$ cat config.mk
export PLATFORM = sky130hd
export DESIGN_NAME = humidity_temp_frame_decoder_core
export DESIGN_NICKNAME = d
export VERILOG_FILES = /design/src/hw/rtl/hmtd_pkg.sv /design/src/hw/rtl/hmtd_front.sv /design/src/hw/rtl/hmtd_fifo.sv /design/src/hw/rtl/hmtd_back.sv /design/src/hw/rtl/humidity_temp_frame_decoder_core.sv
export VERILOG_INCLUDE_DIRS = /design/src /design/src/hw/rtl
export SDC_FILE = /design/constraint.sdc
export NUM_CORES = 1
export LEC_CHECK = 0
export ABC_AREA = 1
export ABC_CLOCK_PERIOD_IN_PS = 7400
export BUFFER_PORTS_ARGS = -buffer_cell sky130_fd_sc_hd__buf_4
export CORE_MARGIN = 4
export CORE_UTILIZATION = 45
export DETAILED_ROUTE_END_ITERATION = 8
export SLEW_MARGIN = 30
export SYNTH_ARGS = -nofsm -noshare
export SYNTH_HDL_FRONTEND = slang
export SYNTH_SLANG_ARGS = --single-unit
$ cat constraint.sdc
create_clock -name clk_i -period 7.4 [get_ports clk_i]
set_input_delay 0.74 -clock clk_i [delete_from_list [all_inputs] [get_ports clk_i]]
set_output_delay 0.74 -clock clk_i [all_outputs]
set_load 0.005 [all_outputs]
$ cat src/hw/rtl/humidity_temp_frame_decoder_core_assert.svh
// Assertion macros shared by the frame decoder RTL.
// Expects clk_i and rst_ni in the scope where the macros are used.
`ifndef HUMIDITY_TEMP_FRAME_DECODER_CORE_ASSERT_SVH
`define HUMIDITY_TEMP_FRAME_DECODER_CORE_ASSERT_SVH

// Same-cycle implication, checked out of reset.
`define HMTD_ASSERT_IMP(lbl, ante, cons) \
  lbl: assert property (@(posedge clk_i) disable iff (!rst_ni) (ante) |-> (cons)) \
    else $error("hmtd assertion failed");

// Next-cycle implication, checked out of reset.
`define HMTD_ASSERT_NEXT(lbl, ante, cons) \
  lbl: assert property (@(posedge clk_i) disable iff (!rst_ni) (ante) |=> (cons)) \
    else $error("hmtd assertion failed");

`endif

$ cat src/hw/rtl/hmtd_pkg.sv
// Shared types, constants and the CRC-8 byte step for the frame decoder.
// No dependencies.
package hmtd_pkg;

  localparam logic [7:0] CRC_INIT = 8'hFF;
  localparam logic [7:0] CRC_POLY = 8'h31;

  localparam int FIFO_DEPTH = 2;

  localparam logic [14:0] TEMP_SCALE  = 15'd17500;
  localparam logic [15:0] TEMP_OFFSET = 16'd4500;
  localparam logic [13:0] HUM_SCALE   = 14'd12500;
  localparam logic [13:0] HUM_OFFSET  = 14'd600;
  localparam logic [13:0] HUM_MAX     = 14'd10000;

  // Classified frame handed from front to back.
  typedef struct packed {
    logic        good;
    logic        temp_crc_ok;
    logic        hum_crc_ok;
    logic [15:0] temp_word;
    logic [15:0] hum_word;
  } frame_t;

  // One byte of CRC-8, MSB first, no reflection.
  function automatic logic [7:0] crc8_byte(input logic [7:0] crc_in,
                                           input logic [7:0] data);
    logic [7:0] c;
    c = crc_in ^ data;
    for (int b = 0; b < 8; b++) begin
      c = c[7] ? ({c[6:0], 1'b0} ^ CRC_POLY) : {c[6:0], 1'b0};
    end
    return c;
  endfunction

endpackage

$ cat src/hw/rtl/hmtd_front.sv
// Front end: accepts frames, runs both CRC-8 checks split around the stage register
// (high byte at input, low byte from the stage register) and classifies.
// Depends on hmtd_pkg.
module hmtd_front import hmtd_pkg::*; (
  input  logic        clk_i,
  input  logic        rst_ni,
  input  logic        in_valid_i,
  output logic        in_ready_o,
  input  logic        transfer_ok_i,
  input  logic [15:0] temperature_word_i,
  input  logic [7:0]  temperature_check_i,
  input  logic [15:0] humidity_word_i,
  input  logic [7:0]  humidity_check_i,
  output logic        push_o,
  output frame_t      frame_o,
  input  logic        full_i
);

  logic        f_valid_q;
  logic        f_ok_q;
  logic [15:0] f_tword_q;
  logic [15:0] f_hword_q;
  logic [7:0]  f_tchk_q;
  logic [7:0]  f_hchk_q;
  logic [7:0]  f_tcrc_hi_q;
  logic [7:0]  f_hcrc_hi_q;
  logic        accept;
  logic [7:0]  tcrc;
  logic [7:0]  hcrc;
  logic        tcrc_ok;
  logic        hcrc_ok;

  assign in_ready_o = !f_valid_q || !full_i;
  assign accept     = in_valid_i && in_ready_o;
  assign push_o     = f_valid_q && !full_i;

  always_ff @(posedge clk_i or negedge rst_ni) begin
    if (!rst_ni) begin
      f_valid_q <= 1'b0;
    end else if (accept) begin
      f_valid_q <= 1'b1;
    end else if (push_o) begin
      f_valid_q <= 1'b0;
    end
  end

  always_ff @(posedge clk_i) begin
    if (accept) begin
      f_ok_q      <= transfer_ok_i;
      f_tword_q   <= temperature_word_i;
      f_hword_q   <= humidity_word_i;
      f_tchk_q    <= temperature_check_i;
      f_hchk_q    <= humidity_check_i;
      f_tcrc_hi_q <= crc8_byte(CRC_INIT, temperature_word_i[15:8]);
      f_hcrc_hi_q <= crc8_byte(CRC_INIT, humidity_word_i[15:8]);
    end
  end

  assign tcrc    = crc8_byte(f_tcrc_hi_q, f_tword_q[7:0]);
  assign hcrc    = crc8_byte(f_hcrc_hi_q, f_hword_q[7:0]);
  // no check counts on a failed transfer
  assign tcrc_ok = f_ok_q && (tcrc == f_tchk_q);
  assign hcrc_ok = f_ok_q && (hcrc == f_hchk_q);

  always_comb begin
    frame_o.good        = tcrc_ok && hcrc_ok;
    frame_o.temp_crc_ok = tcrc_ok;
    frame_o.hum_crc_ok  = hcrc_ok;
    frame_o.temp_word   = f_tword_q;
    frame_o.hum_word    = f_hword_q;
  end

endmodule

$ cat src/hw/rtl/hmtd_fifo.sv
// Small queue of classified frames between front and back.
// Depends on hmtd_pkg.
module hmtd_fifo import hmtd_pkg::*; #(
  parameter int Depth = FIFO_DEPTH
) (
  input  logic   clk_i,
  input  logic   rst_ni,
  input  logic   push_i,
  input  frame_t din_i,
  output logic   full_o,
  input  logic   pop_i,
  output frame_t dout_o,
  output logic   empty_o
);

  localparam int PtrW = (Depth > 1) ? $clog2(Depth) : 1;
  localparam int CntW = $clog2(Depth + 1);

  frame_t            mem_q [Depth];
  logic [PtrW-1:0]   wr_ptr_q;
  logic [PtrW-1:0]   rd_ptr_q;
  logic [CntW-1:0]   count_q;
  logic              do_push;
  logic              do_pop;

  assign full_o  = (count_q == CntW'(Depth));
  assign empty_o = (count_q == '0);
  assign do_push = push_i && !full_o;
  assign do_pop  = pop_i && !empty_o;
  assign dout_o  = mem_q[rd_ptr_q];

  always_ff @(posedge clk_i or negedge rst_ni) begin
    if (!rst_ni) begin
      wr_ptr_q <= '0;
      rd_ptr_q <= '0;
      count_q  <= '0;
    end else begin
      if (do_push) begin
        wr_ptr_q <= (wr_ptr_q == PtrW'(Depth - 1)) ? '0 : wr_ptr_q + 1'b1;
      end
      if (do_pop) begin
        rd_ptr_q <= (rd_ptr_q == PtrW'(Depth - 1)) ? '0 : rd_ptr_q + 1'b1;
      end
      if (do_push && !do_pop) begin
        count_q <= count_q + 1'b1;
      end else if (do_pop && !do_push) begin
        count_q <= count_q - 1'b1;
      end
    end
  end

  always_ff @(posedge clk_i) begin
    if (do_push) begin
      mem_q[wr_ptr_q] <= din_i;
    end
  end

endmodule

$ cat src/hw/rtl/hmtd_back.sv
// Back end: scales raw words (multiply stage, then divide-by-65535 and offset
// stage), keeps the last good reading and drives the output register.
// Depends on hmtd_pkg.
module hmtd_back import hmtd_pkg::*; (
  input  logic               clk_i,
  input  logic               rst_ni,
  input  frame_t             frame_i,
  input  logic               empty_i,
  output logic               pop_o,
  output logic               out_valid_o,
  input  logic               out_ready_i,
  output logic               sample_valid_o,
  output logic               healthy_o,
  output logic signed [14:0] temperature_centi_o,
  output logic [13:0]        humidity_centi_pct_o,
  output logic               temperature_crc_ok_o,
  output logic               humidity_crc_ok_o
);

  logic               adv;
  logic               b_valid_q;
  logic               b_good_q;
  logic               b_tcrc_q;
  logic               b_hcrc_q;
  logic [30:0]        b_tprod_q;
  logic [29:0]        b_hprod_q;
  logic [31:0]        tsum;
  logic [30:0]        hsum;
  logic [14:0]        tquot;
  logic [13:0]        hquot;
  logic [15:0]        tdiff;
  logic [13:0]        hum_fresh;
  logic [14:0]        temp_fresh;
  logic               out_valid_q;
  logic               sample_valid_q;
  logic               healthy_q;
  logic [14:0]        temp_q;
  logic [13:0]        hum_q;
  logic               tcrc_q;
  logic               hcrc_q;
  logic [14:0]        held_temp_q;
  logic [13:0]        held_hum_q;
  logic               have_q;

  assign adv   = !out_valid_q || out_ready_i;
  assign pop_o = adv && !empty_i;

  always_ff @(posedge clk_i or negedge rst_ni) begin
    if (!rst_ni) begin
      b_valid_q <= 1'b0;
    end else if (adv) begin
      b_valid_q <= !empty_i;
    end
  end

  always_ff @(posedge clk_i) begin
    if (pop_o) begin
      b_good_q  <= frame_i.good;
      b_tcrc_q  <= frame_i.temp_crc_ok;
      b_hcrc_q  <= frame_i.hum_crc_ok;
      b_tprod_q <= 31'(TEMP_SCALE) * 31'(frame_i.temp_word);
      b_hprod_q <= 30'(HUM_SCALE) * 30'(frame_i.hum_word);
    end
  end

  // floor(x / 65535) == (x + (x >> 16) + 1) >> 16 while the quotient <= 65536
  assign tsum  = 32'(b_tprod_q) + 32'(b_tprod_q[30:16]) + 32'd1;
  assign hsum  = 31'(b_hprod_q) + 31'(b_hprod_q[29:16]) + 31'd1;
  assign tquot = tsum[30:16];
  assign hquot = hsum[29:16];

  assign tdiff      = {1'b0, tquot} - TEMP_OFFSET;
  assign temp_fresh = tdiff[14:0];

  always_comb begin
    if (hquot < HUM_OFFSET) begin
      hum_fresh = '0;
    end else if (hquot > (HUM_MAX + HUM_OFFSET)) begin
      hum_fresh = HUM_MAX;
    end else begin
      hum_fresh = hquot - HUM_OFFSET;
    end
  end

  always_ff @(posedge clk_i or negedge rst_ni) begin
    if (!rst_ni) begin
      out_valid_q <= 1'b0;
      have_q      <= 1'b0;
      held_temp_q <= '0;
      held_hum_q  <= '0;
    end else begin
      if (adv) begin
        out_valid_q <= b_valid_q;
      end
      if (adv && b_valid_q && b_good_q) begin
        have_q      <= 1'b1;
        held_temp_q <= temp_fresh;
        held_hum_q  <= hum_fresh;
      end
    end
  end

  // held regs stay zero until the first good frame, so no-sample reads zero
  always_ff @(posedge clk_i) begin
    if (adv && b_valid_q) begin
      sample_valid_q <= have_q || b_good_q;
      healthy_q      <= b_good_q;
      temp_q         <= b_good_q ? temp_fresh : held_temp_q;
      hum_q          <= b_good_q ? hum_fresh : held_hum_q;
      tcrc_q         <= b_tcrc_q;
      hcrc_q         <= b_hcrc_q;
    end
  end

  assign out_valid_o          = out_valid_q;
  assign sample_valid_o       = sample_valid_q;
  assign healthy_o            = healthy_q;
  assign temperature_centi_o  = $signed(temp_q);
  assign humidity_centi_pct_o = hum_q;
  assign temperature_crc_ok_o = tcrc_q;
  assign humidity_crc_ok_o    = hcrc_q;

endmodule

$ cat src/hw/rtl/humidity_temp_frame_decoder_core.sv
// out_valid_o follows the front stage, queue, back multiply and output registers;
// the result beat is the next edge with out_ready_i high. Throughput: one frame
// per cycle unless out_ready_i stalls; the front CRC stage, the queue and the
// two-stage back pipeline (multiply, then divide/offset) each move a beat a cycle.
// Reset (rst_ni, async, active low): channels empty, queue empty, no reading
// held, so the first frames report no sample until a good one arrives.
module humidity_temp_frame_decoder_core import hmtd_pkg::*; #(
  parameter int FifoDepth = FIFO_DEPTH
) (
  input  logic               clk_i,
  input  logic               rst_ni,
  input  logic               in_valid_i,
  output logic               in_ready_o,
  input  logic               transfer_ok_i,
  input  logic [15:0]        temperature_word_i,
  input  logic [7:0]         temperature_check_i,
  input  logic [15:0]        humidity_word_i,
  input  logic [7:0]         humidity_check_i,
  output logic               out_valid_o,
  input  logic               out_ready_i,
  output logic               sample_valid_o,
  output logic               healthy_o,
  output logic signed [14:0] temperature_centi_o,
  output logic [13:0]        humidity_centi_pct_o,
  output logic               temperature_crc_ok_o,
  output logic               humidity_crc_ok_o
);

  `include "humidity_temp_frame_decoder_core_assert.svh"

  logic   push;
  logic   full;
  logic   pop;
  logic   empty;
  frame_t push_frame;
  frame_t pop_frame;

  hmtd_front u_front (
    .clk_i               (clk_i),
    .rst_ni              (rst_ni),
    .in_valid_i          (in_valid_i),
    .in_ready_o          (in_ready_o),
    .transfer_ok_i       (transfer_ok_i),
    .temperature_word_i  (temperature_word_i),
    .temperature_check_i (temperature_check_i),
    .humidity_word_i     (humidity_word_i),
    .humidity_check_i    (humidity_check_i),
    .push_o              (push),
    .frame_o             (push_frame),
    .full_i              (full)
  );

  hmtd_fifo #(
    .Depth (FifoDepth)
  ) u_fifo (
    .clk_i   (clk_i),
    .rst_ni  (rst_ni),
    .push_i  (push),
    .din_i   (push_frame),
    .full_o  (full),
    .pop_i   (pop),
    .dout_o  (pop_frame),
    .empty_o (empty)
  );

  hmtd_back u_back (
    .clk_i                (clk_i),
    .rst_ni               (rst_ni),
    .frame_i              (pop_frame),
    .empty_i              (empty),
    .pop_o                (pop),
    .out_valid_o          (out_valid_o),
    .out_ready_i          (out_ready_i),
    .sample_valid_o       (sample_valid_o),
    .healthy_o            (healthy_o),
    .temperature_centi_o  (temperature_centi_o),
    .humidity_centi_pct_o (humidity_centi_pct_o),
    .temperature_crc_ok_o (temperature_crc_ok_o),
    .humidity_crc_ok_o    (humidity_crc_ok_o)
  );

  `HMTD_ASSERT_IMP(a_healthy_implies_checks, out_valid_o && healthy_o,
                   sample_valid_o && temperature_crc_ok_o && humidity_crc_ok_o)
  `HMTD_ASSERT_IMP(a_no_sample_zero, out_valid_o && !sample_valid_o,
                   temperature_centi_o == 15'sd0 && humidity_centi_pct_o == 14'd0)
  `HMTD_ASSERT_IMP(a_ranges, out_valid_o,
                   humidity_centi_pct_o <= HUM_MAX && temperature_centi_o >= -15'sd4500)
  `HMTD_ASSERT_NEXT(a_reading_sticks, out_valid_o && sample_valid_o,
                    !out_valid_o || sample_valid_o)

endmodule
==> out/results.env, run 1 <==
RESULT_OF_THE_RUN='finished, final reports clean'
M1WIRELENGTH_MM=18.8
FIN_HOLD_WS_PS=174
DIEHEIGHT_UM=218
TIMING_HOLD_VIOLATIONS_FINAL=0
PLACE_HPWL_MM=32.0
HOLD_BUFFERS=0
CLKTRANSATPATHREGS_PS=60
YS_TOP_CELLS_BY_AREA='sky130_fd_sc_hd__edfxtp_1 35%, sky130_fd_sc_hd__ha_1 15%, sky130_fd_sc_hd__nand2_1 10%'
SYNTH_SEQ_CELLS=265
SETUP.WORST_PATH.END='u_back.b_tprod_q[29]'
REG_TO_REG_SETUP_TIMING_SLACK_PS=1940
NUM_ROWS=76
RSZ0062_AT_GRT='no'
LAYOUT_COMMONEST_CELL='sky130_fd_sc_hd__nand2_1'
SYNTHESIS.INSTANCES=2160
FINAL.SETUP.TNS_PS=0
SYNTH_TOP_AREA_CELL='sky130_fd_sc_hd__edfxtp_1'
AREA_DELTA_SYNTH_FINAL_PCT=11.9
FIN_SKEW_PS=10.4
SYNTH_ENABLE_FLOP_CELLS=228
PLACEMENT.SETUP.WORST_SLACK_PS=1890
FINALCRITICALPERIOD_PS=5460
DIE_W_UM=218
RELATIVE_MAX_TRANSITION_MARGIN_PCT=34.8
GRT_USE_TOTAL_PCT=17.0
POST_DRT_VIA_CELL_RATIO=4.84
WORSTREGTOREGCELLS=21
PLACE.PORT_BUFFERS=87
NUMBER_OF_GLOBAL_ROUTE_VIAS_BEFORE_REPAIR=14017
COREAREA_UM2=43300
FINALWEIGHTEDCONGESTION=0.891
HOLD_PATH_CLASS='in2async'
SYNTHESIS.NETS=2530
FINAL_MAX_SLEW_VIOLATION_COUNT=0
TIGHTEST_SLEW_PS=977
MET3_LENGTH_MM=1.42
POST_CTS.REPAIR.SETUP_BUFFERS=0
CRITICAL-PATH-TOP-CELL-BY-COUNT='sky130_fd_sc_hd__inv_1'
PIN_COUNT_OF_THE_BIGGEST_NET_ENTERING_GLOBAL_ROUTING=66
REQUIRED_PS=7690
CTS-BUFFERS-INSERTED=29
CLOCK_LATENCY_REPORTED_FOR_THE_LATE_SIDE_OF_THE_WORST_SKEW_PAIR_PS=550
CRIT_END_ELEMENT='flop'
WORST_PATH_MAX_DELAY_CELL='sky130_fd_sc_hd__fa_1'
NETLIST_AREA_UM2=19800
HIGHEST-SIGNAL-LAYER='met4'
DR_WL_MET2_MM=18.4
SYNTH.YOSYS.WARNINGS=0
FLOORPLAN.DIE_AREA_UM2=47500
CP_MAX_FO=35
DRIVE_GT1_SHARE_PCT=8.86
CRIT-REG2REG-CAPTURE='u_back.b_tprod_q[29]'
SYN-MEAN-INSTANCE-AREA_UM2=9.17
SYNTH_ASYNC_SR_FLOP_SHARE_PCT=14.0
POSTROUTEANTENNANETS=0
MAX-CLOCK-PATH-BUFFERS=3
DETAIL_ROUTE.FIRST_PASS.ITERATIONS=5
CRIT_FAMILY='adder cells'
WORSTSETUPSTARTPOINT='u_fifo.rd_ptr_q'
FINAL.PERIOD_UTILIZATION_PCT=73.8
DRT-INITIAL-DRC-COUNT=742
TIMING.FINAL.SETUP_VIOLATIONS=0
GRT_PASS1_WL_MM=67.5
ANTENNA_VIOLATIONS_BEFORE_REPAIR=0
DRCVIOLATIONCOUNT=0
SEQUENTIAL_FRACTION_OF_THE_SYNTHESIS_AREA_PCT=39.2
CLOCK_TREE_FROM_TRITONCTS='done'
NUM_IO_PINS=88
CRITICAL_PATH_BUF_INV_COUNT=6
NUM_VIAS=13881
CP_CELL_SEQUENCE='inv_2 -> or2_2 -> o21ai_0 -> inv_1 -> ha_1 -> inv_1 -> fa_1 -> inv_1 -> ha_1 -> fa_1 -> inv_1 -> fa_1 -> inv_1 -> ha_1 -> a21oi_1 -> o21ai_0 -> nand2_1 -> o2111ai_1 -> a21boi_0 -> o21ai_0 -> xor2_1'
SINK_COUNT=265
SYNTH_LARGEST_TYPE_AREA_FRACTION_PCT=34.6
SMALLEST_SETUP_SLACK_AFTER_LAYOUT_PS=1940
OVERFLOW=0
DESIGN_AREA_UM2=22200
DETAIL_ROUTE.WL_PER_CELL_UM=13.8
NETLIST-CELL-TYPE-COUNT=51
CP-START-KIND='flop'
WORST-SETUP-PATH-TYPE='reg2reg'
INSERTEDDIODECOUNT=0
FINAL_CELL_MIX='544 x sky130_fd_sc_hd__nand2_1, 382 x sky130_fd_sc_hd__inv_1, 236 x sky130_fd_sc_hd__ha_1'
CLK_ROOT_BUFFER_CELL='sky130_fd_sc_hd__clkbuf_16'
RR_STARTPOINT='u_fifo.rd_ptr_q'
TIMING.CRITICAL_PATH.SLOWEST_CELL_DELAY_PS=530
FINISH.NET_COUNT=2632
DRV.MAX_CAP_VIOLATION_COUNT=0
PATH_DEPTH=21
MAX_FREQ_MHz=183
SYNTH_TOP_FLOP_CELL='sky130_fd_sc_hd__edfxtp_1'
DETAILED_ROUTE_WIRE_LENGTH_MM=39.5
N_FILL_CELL=4002
FLOORPLAN.INITIALDENSITY_PCT=45.8
WORST_EP_ARRIVAL_TIME_PS=5750
DETAILED_PLACE.AREA_UM2=21200
HTREE_LEVELS=1
POST_CTS_RESIZE_COUNT=0
[cell families (layout without fill, tap and decap cells)]
kind of cell               Yosys count  in the layout  synth area share [%]
muxes                                3              3                 0.158
buffers and inverters              414            535                  8.05
xor gates and xnor gates           138            138                  6.10
AOI/OAI and AO/OA                  181            181                  5.23
and+or+nand+nor                    842            842                  18.2
DFF                                265            265                  39.2
adders and majority gates          317            317                  23.1
[worst min-delay path by stage]
stage                                from                          end  slack, ps  depth (start not counted)
after global placement    u_back.b_hcrc_q     u_back.humidity_crc_ok_o        410                          0
final                              rst_ni         u_back.held_hum_q[6]        170                          1
after CTS                          rst_ni         u_back.held_hum_q[7]        160                          1
after floorplan           u_back.b_hcrc_q     u_back.humidity_crc_ok_o        400                          0
after global routing               rst_ni         u_back.held_hum_q[7]        180                          1
after detailed placement  u_back.b_tcrc_q  u_back.temperature_crc_ok_o        410                          0
[registers in the layout (all words and copies together) (netlist names), 8 cells and up]
name / flops
u_back.b_tprod_q: 29
u_back.humidity_centi_pct_o: 14
u_front.f_tchk_q: 8
u_back.held_hum_q: 14
u_front.f_tword_q: 16
u_back.temperature_centi_o: 15
u_back.b_hprod_q: 28
u_back.held_temp_q: 15
u_front.f_hchk_q: 8
u_front.f_tcrc_hi_q: 8
u_fifo.mem_q: 70
u_front.f_hword_q: 16
u_front.f_hcrc_hi_q: 8
[metrics by stage]
stage	instances	util, %
3_3_place_gp	2813	48.9
5_1_grt	2866	51.2
4_1_cts	2865	51.2
6_report	2866	51.2
3_5_place_dp	2815	49.0
2_1_floorplan	2160	-
[routing by layer]
metal	track usage [%]	vias up
met5	0	-
met2	28.9	252
met1	23.3	6361
met4	4.17	0
li1	-	7202
met3	2.24	66
[synth_stat cells (all sizes together) (54+ instances only)]
library cell,n
xnor2,54
nand3,103
nand2,566
nor2,102
edfxtp,228
fa,81
inv,389
o21ai,69
xor2,84
ha,236
a21oi,70
[layout make-up]
| class | instances | area [µm²] | share of cell area [%] |
|---|---|---|---|
| flip-flops and latches | 265 | 7770 | 35.1 |
| well taps | 585 | 732 | 3.30 |
| multi-input cells | 1481 | 10500 | 47.3 |
| clock buffers | 33 | 741 | 3.34 |
| inverters | 391 | 1470 | 6.63 |
| clock inverters | 17 | 206 | 0.931 |
| repair buffers | 94 | 766 | 3.45 |
Power of run 1 is left out: the tool's default activity adds up to more than one toggle a clock period on the data nets, which glitch-free logic cannot reach.
==> run 2, diff against run 1 <==
ABC_CLOCK_PERIOD_IN_PS = 4400   (was 7400)
clock period = 4.4 ns   (was 7.4 ns; I/O delays follow)
==> run 2 against run 1 <==
The flow now finishes with violations (setup timing). Clock skew rose by 11 ps. Cell count rose by 7.9%. Sequential share of layout area fell by 5.0 points. Critical path depth rose by 4. Flip-flop and latch count did not move. Setup slack got worse by 2200 ps. Via count rose by 7.0%. Utilization rose by 8.5 points. Die area did not move. Hold slack got worse by 110 ps. Routed wire length rose by 9.9%. Maximum frequency rose by 16%. Critical endpoint is now u_back.b_hprod_q[21].
==> out/results.env, run 2 (synthesis gave the netlist of run 1 again) <==
RESULT_OF_THE_RUN='finished, violations left'
VIOLATIONS='setup timing'
DIEHEIGHT_UM=218
FINAL.SETUP.TNS_PS=-5110
POSTROUTEANTENNANETS=0
LARGEST_REGISTER_FF_COUNT=70
LAYOUT_COMMONEST_CELL='sky130_fd_sc_hd__nand2_1'
RSZ0062_AT_GRT='yes'
FINAL.PERIOD_UTILIZATION_PCT=107
GRT_USE_TOTAL_PCT=17.9
PLACE.PORT_BUFFERS=87
DETAIL_ROUTE.FIRST_PASS.ITERATIONS=5
CTS-BUFFERS-INSERTED=29
FIN_SKEW_PS=21.7
ANTENNA_VIOLATIONS_BEFORE_REPAIR=0
MAX_FREQ_MHz=212
FINISH.NET_COUNT=2854
TIMING_HOLD_VIOLATIONS_FINAL=0
OVERFLOW=0
TIGHTEST_SLEW_PS=939
CLOCK_TREE_FROM_TRITONCTS='done'
TOP_FLOP_REGS='u_fifo.mem_q: 70 flops, u_back.b_tprod_q: 29 flops, u_back.b_hprod_q: 28 flops'
LARGEST_REGISTER='u_fifo.mem_q'
DRCVIOLATIONCOUNT=0
HTREE_LEVELS=1
CLK_ROOT_BUFFER_CELL='sky130_fd_sc_hd__clkbuf_16'
GR-USAGE-MET2_PCT=31.5
DRV.MAX_CAP_VIOLATION_COUNT=0
FLOORPLAN.DIE_AREA_UM2=47500
COREAREA_UM2=43300
DETAIL_ROUTE.WL_PER_CELL_UM=14.0
GRTUSAGEMET1_PCT=23.5
TIMING.FINAL.SETUP_VIOLATIONS=28
CLOCK_LATENCY_REPORTED_FOR_THE_LATE_SIDE_OF_THE_WORST_SKEW_PAIR_PS=560
NUMBER_OF_GLOBAL_ROUTE_VIAS_BEFORE_REPAIR=14984
REG_TO_REG_SETUP_TIMING_SLACK_PS=-310
FLOORPLAN.INITIALDENSITY_PCT=45.8
DRT-INITIAL-DRC-COUNT=721
GLOBAL_ROUTE.PEAK_USAGE_LAYER='met2'
REQUIRED_PS=4720
FINALWEIGHTEDCONGESTION=0.921
DIE_W_UM=218
DETAILED_ROUTE_WIRE_LENGTH_MM=43.4
WORST-SETUP-PATH-TYPE='reg2reg'
NUM_VIAS=14858
SMALLEST_SETUP_SLACK_AFTER_LAYOUT_PS=-308
DRIVE_GT1_SHARE_PCT=27.9
MAX-CLOCK-PATH-BUFFERS=3
PLACEMENT.SETUP.WORST_SLACK_PS=-399
CP_MAX_FO=8
INSERTEDDIODECOUNT=0
AREA_DELTA_SYNTH_FINAL_PCT=30.5
POST_DRT_VIA_CELL_RATIO=4.81
GRT_PASS1_WL_MM=71.3
WORST_EP_ARRIVAL_TIME_PS=5030
HOLD_PATH_CLASS='in2reg'
FINAL_MAX_SLEW_VIOLATION_COUNT=0
CRIT_END_ELEMENT='flop'
PIN_COUNT_OF_THE_BIGGEST_NET_ENTERING_GLOBAL_ROUTING=66
RELATIVE_MAX_TRANSITION_MARGIN_PCT=37.4
SINK_COUNT=265
MET3_USAGE_PCT=1.95
NUM_IO_PINS=88
FINAL_CELL_MIX='474 x sky130_fd_sc_hd__nand2_1, 342 x sky130_fd_sc_hd__inv_1, 291 x sky130_fd_sc_hd__buf_4'
PLACE_HPWL_MM=33.4
N_FILL_CELL=3556
CLKTRANSATPATHREGS_PS=60
FIN_HOLD_WS_PS=64.5
NUM_ROWS=76
FINALCRITICALPERIOD_PS=4710
CP-START-KIND='flop'
-- run 2: cell count changes in the layout (fill, tap and decap cells not counted), sizes merged --
cell         change
clkbuf           +5
bufinv           -1
dlygate4sd3      +1
buf            +220
clkinv           +5
clkinvlp         -2
inv              -2
-- run 2: final timing paths --
| kind | startpoint | to | depth (start not counted) |
|---|---|---|---|
| max reg2reg | u_fifo.rd_ptr_q | u_back.b_hprod_q[21] | 25 |
| max in group asynchronous | rst_ni | u_fifo.rd_ptr_q | 2 |
| min in group asynchronous | rst_ni | u_back.held_hum_q[5] | 2 |
| min reg2reg | u_back.b_hcrc_q | u_back.humidity_crc_ok_o | 0 |
| max | u_fifo.rd_ptr_q | u_back.b_hprod_q[21] | 25 |
| min | temperature_word_i[7] | u_front.f_tword_q[7] | 1 |
-- run 2: cell type report --
class	instances	area [µm²]	area share, %
clock buffers	38	831	3.21
clock inverters	16	169	0.653
inverters	391	1480	5.72
multi-input cells	1481	12300	47.7
flip-flops and latches	265	7770	30.1
well taps	585	732	2.83
repair buffers	315	2520	9.76
repair inverters	1	7.51	0.0290
-- run 2: critical path, stage by stage (launching register included) --
cell and delay (ps):
sky130_fd_sc_hd__dfrtp_2 460, sky130_fd_sc_hd__clkinv_4 120, sky130_fd_sc_hd__buf_12 150, sky130_fd_sc_hd__buf_12 140
sky130_fd_sc_hd__nand2_4 60, sky130_fd_sc_hd__nand2_4 60, sky130_fd_sc_hd__buf_6 130, sky130_fd_sc_hd__buf_6 120
sky130_fd_sc_hd__ha_4 250, sky130_fd_sc_hd__inv_1 40, sky130_fd_sc_hd__fa_1 500, sky130_fd_sc_hd__inv_2 40
sky130_fd_sc_hd__fa_1 540, sky130_fd_sc_hd__inv_2 40, sky130_fd_sc_hd__fa_1 510, sky130_fd_sc_hd__inv_2 50
sky130_fd_sc_hd__ha_4 250, sky130_fd_sc_hd__nand2_4 70, sky130_fd_sc_hd__nor2_4 30, sky130_fd_sc_hd__nand2_1 50
sky130_fd_sc_hd__o211ai_1 110, sky130_fd_sc_hd__a31oi_1 290, sky130_fd_sc_hd__o21ai_2 150, sky130_fd_sc_hd__nand3_1 100
sky130_fd_sc_hd__nand2_1 70, sky130_fd_sc_hd__xor2_1 150
-- run 2: layer usage --
metal | wire length (µm) | part of all wire [%]
met5 | 0 | 0
met4 | 1350 | 3.1
met3 | 1390 | 3.2
met2 | 21300 | 49
met1 | 19400 | 45
-- run 2: through the flow --
| step | area, µm² | util [%] | std cells |
|---|---|---|---|
| floorplan | 20200 | - | 2160 |
| global placement | 22900 | 52.9 | 2991 |
| detailed placement | 22900 | 52.9 | 2992 |
| CTS | 24700 | 57.0 | 3063 |
| global route | 25900 | 59.8 | 3092 |
| finish | 25900 | 59.8 | 3092 |
-- run 2: timing repair --
item	CTS	global route
buffers inserted	15	31
endpoints found under the setup margin	29	34
hold endpoints to repair	37	0
hold buffers	1	0
gates cloned	2	0
pin swaps	54	128
gates resized for setup	112	201
Power of run 2 is left out for the same reason.
